[src/rtl/spectrum_bar_peak_hold_top_defines.svh]
// Assertion helpers used by the top-level RTL.
`ifndef SPECTRUM_BAR_PEAK_HOLD_TOP_DEFINES_SVH
`define SPECTRUM_BAR_PEAK_HOLD_TOP_DEFINES_SVH

// cond must never hold outside reset
`define SBPH_ASSERT_NEVER(lbl, clk, rst, cond, msg) \
   lbl: assert property (@(posedge clk) disable iff (rst) !(cond)) else $error(msg);

// trig at one edge implies res at the next
`define SBPH_ASSERT_NEXT(lbl, clk, rst, trig, res, msg) \
   lbl: assert property (@(posedge clk) disable iff (rst) (trig) |=> (res)) else $error(msg);

`endif

[src/rtl/sbph_pkg.sv]
`timescale 1ns / 1ps
package sbph_pkg;

   localparam int NumColumns = 128;
   localparam int ColW       = 7;
   localparam int ColAddrW   = $clog2(NumColumns);
   localparam int CompW      = 16;
   localparam int MagW       = 17;
   localparam int RowW       = 6;
   localparam int PeakW      = 7;
   localparam int DivW       = 8;
   localparam int FallW      = 3;
   localparam int QuotW      = 6;
   localparam int QDepth     = 32;
   localparam int QPtrW      = $clog2(QDepth);
   localparam int QCntW      = $clog2(QDepth + 1);
   localparam int CsrIdxW    = 2;
   localparam int CsrDataW   = 8;

   localparam logic [RowW-1:0] FullLimit = 6'd63;
   localparam logic [RowW-1:0] HalfLimit = 6'd31;
   localparam logic [RowW-1:0] BarGap    = 6'd2;

   localparam logic [CsrIdxW-1:0] CsrDivisor    = 2'd0;
   localparam logic [CsrIdxW-1:0] CsrFallStep   = 2'd1;
   localparam logic [CsrIdxW-1:0] CsrHalfHeight = 2'd2;

   localparam logic [DivW-1:0]  DivisorReset  = 8'd10;
   localparam logic [FallW-1:0] FallStepReset = 3'd2;

   typedef struct packed {
      logic [DivW-1:0]  divisor;
      logic [FallW-1:0] fall_step;
      logic             half_height;
   } cfg_type;

   typedef struct packed {
      logic signed [CompW-1:0] re_part;
      logic signed [CompW-1:0] im_part;
      logic [ColW-1:0]         column;
      logic                    is_dc;
   } in_word_type;

   typedef struct packed {
      logic [MagW-1:0] magnitude;
      logic [RowW-1:0] bar_top;
      logic [ColW-1:0] column;
   } bar_word_type;

   typedef struct packed {
      logic             nonempty;
      logic [QCntW-1:0] count;
   } q_status_type;

endpackage

[src/rtl/sbph_front.sv]
`timescale 1ns / 1ps
module sbph_front (
   input  logic                   clock,
   input  logic                   reset,
   input  logic                   in_vld,
   input  sbph_pkg::in_word_type  in_word,
   input  sbph_pkg::cfg_type      cfg,
   output logic                   out_vld,
   output sbph_pkg::bar_word_type out_word
);
   import sbph_pkg::*;

   localparam int SqW       = 2 * CompW;
   localparam int RadW      = SqW + 3;
   localparam int SqrtSteps = MagW;
   localparam int DivSteps  = QuotW;

   // multiply stage
   logic            m_vld_ff;
   logic [SqW-1:0]  sqre_ff, sqim_ff;
   logic            m_dc_ff;
   logic [ColW-1:0] m_col_ff;

   // square root stages, one result bit each
   logic            s_vld_ff  [SqrtSteps+1];
   logic [RadW-1:0] s_rem_ff  [SqrtSteps+1];
   logic [RadW-1:0] s_root_ff [SqrtSteps+1];
   logic [ColW-1:0] s_col_ff  [SqrtSteps+1];
   logic [RadW-1:0] s_rem_in  [SqrtSteps+1];
   logic [RadW-1:0] s_root_in [SqrtSteps+1];

   // divide stages, one quotient bit each
   logic             d_vld_ff [DivSteps+1];
   logic [MagW-1:0]  d_mag_ff [DivSteps+1];
   logic [MagW-1:0]  d_rem_ff [DivSteps+1];
   logic [QuotW-1:0] d_q_ff   [DivSteps+1];
   logic             d_sat_ff [DivSteps+1];
   logic [ColW-1:0]  d_col_ff [DivSteps+1];
   logic [MagW-1:0]  d_rem_in [DivSteps+1];
   logic [QuotW-1:0] d_q_in   [DivSteps+1];

   logic [SqW-1:0]   sq_sum;
   logic [RadW-1:0]  bitv, trial;
   logic [MagW-1:0]  mag_root, dsub;
   logic [DivW-1:0]  div_eff;
   logic [QuotW-1:0] q_eff;
   logic [RowW-1:0]  offset;

   always_comb begin
      sq_sum = sqre_ff + sqim_ff;
      s_rem_in[0] = m_dc_ff ? RadW'(sq_sum) : RadW'({sq_sum, 2'b00});
      s_root_in[0] = '0;
      for (int s = 0; s < SqrtSteps; s++) begin
         bitv = RadW'(1) << (2 * (SqrtSteps - 1 - s));
         trial = s_root_ff[s] + bitv;
         if (s_rem_ff[s] >= trial) begin
            s_rem_in[s+1] = s_rem_ff[s] - trial;
            s_root_in[s+1] = (s_root_ff[s] >> 1) + bitv;
         end else begin
            s_rem_in[s+1] = s_rem_ff[s];
            s_root_in[s+1] = s_root_ff[s] >> 1;
         end
      end

      div_eff = (cfg.divisor == '0) ? DivW'(1) : cfg.divisor;
      mag_root = s_root_ff[SqrtSteps][MagW-1:0];
      d_rem_in[0] = mag_root;
      d_q_in[0] = '0;
      for (int k = 0; k < DivSteps; k++) begin
         dsub = MagW'(div_eff) << (DivSteps - 1 - k);
         if (d_rem_ff[k] >= dsub) begin
            d_rem_in[k+1] = d_rem_ff[k] - dsub;
            d_q_in[k+1] = d_q_ff[k] | (QuotW'(1) << (DivSteps - 1 - k));
         end else begin
            d_rem_in[k+1] = d_rem_ff[k];
            d_q_in[k+1] = d_q_ff[k];
         end
      end

      q_eff = d_sat_ff[DivSteps] ? '1 : d_q_ff[DivSteps];
      offset = (cfg.half_height ? HalfLimit : FullLimit) - BarGap;
      out_word.magnitude = d_mag_ff[DivSteps];
      out_word.bar_top = (q_eff >= offset) ? '0 : offset - q_eff;
      out_word.column = d_col_ff[DivSteps];
   end

   always_ff @(posedge clock) begin
      sqre_ff <= SqW'(in_word.re_part * in_word.re_part);
      sqim_ff <= SqW'(in_word.im_part * in_word.im_part);
      m_dc_ff <= in_word.is_dc;
      m_col_ff <= in_word.column;

      s_rem_ff[0] <= s_rem_in[0];
      s_root_ff[0] <= s_root_in[0];
      s_col_ff[0] <= m_col_ff;
      for (int s = 0; s < SqrtSteps; s++) begin
         s_rem_ff[s+1] <= s_rem_in[s+1];
         s_root_ff[s+1] <= s_root_in[s+1];
         s_col_ff[s+1] <= s_col_ff[s];
      end

      d_mag_ff[0] <= mag_root;
      d_rem_ff[0] <= d_rem_in[0];
      d_q_ff[0] <= d_q_in[0];
      d_sat_ff[0] <= mag_root >= {MagW'(div_eff), QuotW'(0)} >> QuotW << QuotW;
      d_col_ff[0] <= s_col_ff[SqrtSteps];
      for (int k = 0; k < DivSteps; k++) begin
         d_mag_ff[k+1] <= d_mag_ff[k];
         d_rem_ff[k+1] <= d_rem_in[k+1];
         d_q_ff[k+1] <= d_q_in[k+1];
         d_sat_ff[k+1] <= d_sat_ff[k];
         d_col_ff[k+1] <= d_col_ff[k];
      end
   end

   always_ff @(posedge clock) begin
      if (reset) begin
         m_vld_ff <= 1'b0;
         for (int s = 0; s <= SqrtSteps; s++) begin
            s_vld_ff[s] <= 1'b0;
         end
         for (int k = 0; k <= DivSteps; k++) begin
            d_vld_ff[k] <= 1'b0;
         end
      end else begin
         m_vld_ff <= in_vld;
         s_vld_ff[0] <= m_vld_ff;
         for (int s = 0; s < SqrtSteps; s++) begin
            s_vld_ff[s+1] <= s_vld_ff[s];
         end
         d_vld_ff[0] <= s_vld_ff[SqrtSteps];
         for (int k = 0; k < DivSteps; k++) begin
            d_vld_ff[k+1] <= d_vld_ff[k];
         end
      end
   end

   assign out_vld = d_vld_ff[DivSteps];
endmodule

[config.mk]
export PLATFORM = sky130hd
export DESIGN_NAME = sbph_front
export DESIGN_NICKNAME = d
export VERILOG_FILES = /design/src/rtl/spectrum_bar_peak_hold_top_defines.svh /design/src/rtl/sbph_pkg.sv /design/src/rtl/sbph_front.sv
export SDC_FILE = /design/constraint.sdc
export NUM_CORES = 2
export LEC_CHECK = 0
export BUFFER_PORTS_ARGS = -buffer_cell sky130_fd_sc_hd__buf_2
export CAP_MARGIN = 20
export CORE_MARGIN = 2
export CORE_UTILIZATION = 40
export CTS_CLUSTER_SIZE = 12
export DETAILED_ROUTE_END_ITERATION = 10
export GPL_TIMING_DRIVEN = 0
export HOLD_SLACK_MARGIN = 0.12
export PLACE_DENSITY = 0.6
export SETUP_SLACK_MARGIN = 0.05
export SYNTH_ARGS = -nofsm -noshare
export SYNTH_HDL_FRONTEND = slang
export SYNTH_SLANG_ARGS = --single-unit
[constraint.sdc]
create_clock -name clock -period 8.4 [get_ports clock]
set_clock_uncertainty 0.2 [all_clocks]
set_input_delay 1.68 -clock clock [delete_from_list [all_inputs] [get_ports clock]]
set_output_delay 1.68 -clock clock [all_outputs]
set_load 0.05 [all_outputs]
==> results.json <==
{
  "syn_inst": 5802,
  "r2r_cells": 13,
  "tightest_slew_ns": 1.01,
  "whs_endpoint": "s_col_ff[2][6]$_DFF_P_",
  "ios": 86,
  "synth_fa_ha_area_share_pct": 25.1,
  "cts_setup_buffers": 0,
  "critPathMostFrequentCell": "fa_1",
  "placed_area_um2": 62200,
  "nNetsFinal": 6990,
  "synth_xor_area_share_pct": 5.45,
  "rsz0062_at_grt": "yes",
  "root_buffer": "clkbuf_16",
  "synth_top_family_by_area": "adder cells",
  "drt-initial-drc-count": 1818,
  "die-area_um2": 152000,
  "max_freq_mhz": 125,
  "die_w_um": 389,
  "synthArstFlopShare_pct": 0,
  "seqCellArea_um2": 24700,
  "multi_input_area_um2": 30800,
  "grt_pass1_wl_mm": 203,
  "synth-simple-area-share_pct": 11.9,
  "area_growth_pct": 11.9,
  "synth_mux_area_share_pct": 0.988,
  "timing.rr.start": "s_root_ff[14][18]$_DFF_P_",
  "start_kind": "input port",
  "fillers": 13949,
  "clk_latency_ns": 0.77,
  "diodes": 0,
  "grt_pass1_vias": 40054,
  "cap_violations": 0,
  "synth-seq-area-share_pct": 41.6,
  "cts_tree": "built",
  "post-route-drc-count": 0,
  "cts_buffers": 130,
  "post_layout_nonfiller_instances": 8019,
  "worstHoldStart": "s_col_ff[1][6]$_DFF_P_",
  "path_clk_slew_ns": 0.06,
  "synth_enable_flop_cells": 0,
  "design_area_um2": 66500,
  "fp-row-count": 141,
  "drv_slew": 0,
  "cp_cell_sequence": "buf_2, clkbuf_1, nand2_1, inv_1, fa_1, inv_1, fa_1, fa_1, fa_1, inv_1, fa_1, inv_1, fa_1, inv_1, ha_1, and3_1, a221oi_2, o22ai_1, a211oi_2, o21ai_0, o41a_1, a211oi_1, xnor2_1",
  "r2r_slack_ns": 4.20,
  "ant_nets": 0,
  "dp.final_hpwl_mm": 98.7,
  "dp.cells": 7812,
  "cp_slowest_stage_delay_ns": 0.54,
  "holdCritPathClass": "flip-flop to flip-flop",
  "crit_required_ns": 8.87,
  "crit_type": "input port to flip-flop",
  "synth_compound_area_share_pct": 8.34,
  "critPathBufInv": 7,
  "grt_antenna_before_repair": 4,
  "yosysUniqueCellTypes": 87,
  "critPathTopFamily": "adder cells",
  "reg2reg_to": "s_rem_ff[15][19]$_DFF_P_",
  "cpMaxStageDelayCell": "clkbuf_1",
  "final_cell_mix": "dfxtp_1, inv_1, fa_1, ha_1, nand2_1",
  "fin_crit_sh_pct": 95.6,
  "cts-htree-levels": 4,
  "fin_crit_ns": 8.03,
  "coreArea_um2": 148000,
  "fp.dieH_um": 389,
  "grt_max_degree": 17,
  "wl_mm": 123,
  "hold_violations": 0,
  "synth_seq_cells": 1235,
  "via_per_inst": 4.80,
  "grt_overflow": 0,
  "path_max_fanout": 10,
  "initial_core_util_pct": 40.2,
  "layout-drive-gt1-share_pct": 5.85,
  "portBuffers": 80,
  "whs_path_depth": 0,
  "syn_nets": 6767,
  "status": "finished clean",
  "synthesis.area_um2": 59400,
  "max-clock-path-buffers": 3,
  "relSlewSlack_pct": 31.9,
  "drtPass1Iterations": 6,
  "finalWeightedCongestion": 0.883,
  "routedWlPerCell_um": 15.4,
  "vias": 38522,
  "endpoint_kind": "flip-flop",
  "worstPathArrival_ns": 8.50,
  "final_util_pct": 45.0,
  "synthFlopType": "dfxtp_1",
  "yosysWarnings": 0,
  "final_common_cell": "dfxtp_1",
  "clkSinkCount": 1235,
  "grt.total_usage_pct": 16.7,
  "finalSetupViolCount": 0,
  "avgSynthCellArea_um2": 10.2
}
==> registers in the layout (all words and copies together), names as in the netlist, 7 cells and up <==
signal     flops
s_rem_ff     594
s_root_ff    153
s_col_ff     126
d_mag_ff     119
d_rem_ff      70
d_col_ff      49
sqim_ff       31
sqre_ff       31
d_q_ff        21
s_vld_ff      18
d_sat_ff       7
d_vld_ff       7
m_col_ff       7
==> how the worst max path moves through the flow <==
stage	from	end	slack (ns)	depth (start not counted)
finish	in_word[32]	sqre_ff[30]$_DFF_P_	0.37	23
global route	in_word[9]	sqim_ff[30]$_DFF_P_	0.05	23
detailed placement	in_word[25]	sqre_ff[31]$_DFF_P_	-1.00	23
floorplan	in_word[9]	sqim_ff[30]$_DFF_P_	0.45	22
CTS	in_word[14]	sqim_ff[30]$_DFF_P_	0.08	22
global placement	in_word[33]	sqre_ff[31]$_DFF_P_	-1.01	22
==> per-stage QoR <==
stage / hold WS (ns) / worst slack, ns / TNS, ns
6_report: 0.119 / 0.371 / 0
5_1_grt: 0.121 / 0.0492 / 0
4_1_cts: 0.120 / 0.0809 / 0
3_5_place_dp: 0.112 / -1.00 / -13.36
3_3_place_gp: 0.110 / -1.01 / -12.51
2_1_floorplan: 0.110 / 0.447 / 0
==> cell type report <==
class	count	area share, %
tap	1930	3.63
timing repair buffer	94	0.806
buffer	93	0.580
clock inverter	30	0.772
clock buffer	166	5.37
multi-input combinational	3536	46.4
sequential	1235	37.2
inverter	935	5.28
==> synthesized netlist by cell type (71+ instances only) <==
master,instances,share of area [%]
o21a_1,71,0.90
nor4_1,95,1.0
nor2_1,314,2.0
fa_1,473,16
nor2b_1,73,0.77
inv_1,932,5.9
ha_1,437,9.2
a21o_1,86,1.1
dfxtp_1,1235,42
nor3_1,108,0.91
xor2_1,137,2.0
clkbuf_1,86,0.54
nand2_1,410,2.6
xnor2_1,233,3.4
and2_1,78,0.82
o21ai_0,203,1.7
a21oi_1,199,1.7
==> cells by family (layout without fill, tap and decap cells) <==
logic type	count (synthesis)	after routing
muxes	54	54
and+or+nand+nor	1422	1422
adders and majority gates	910	910
other	1	1
DFF	1235	1235
xor gates and xnor gates	370	370
AOI/OAI and AO/OA	779	779
buffers and inverters	1031	1318
==> metal layers <==
layer	track usage, %	vias to the layer above	share of wire, %
met1	20.3	18502	43
met2	30.2	618	51
met5	0	-	0.013
met4	4.87	2	2.4
met3	2.62	198	3.7
li1	-	19202	-
==> timing repair <==
item / CTS / global route
endpoints found under the setup margin: 5 / 8
resized for setup: 5 / 20
pin swaps: 0 / 0
hold buffers: 12 / 1
hold endpoints to repair: 12 / 1
Power is not shown: default switching activity piles up to over one toggle a cycle in this logic, so the estimate is an artifact.
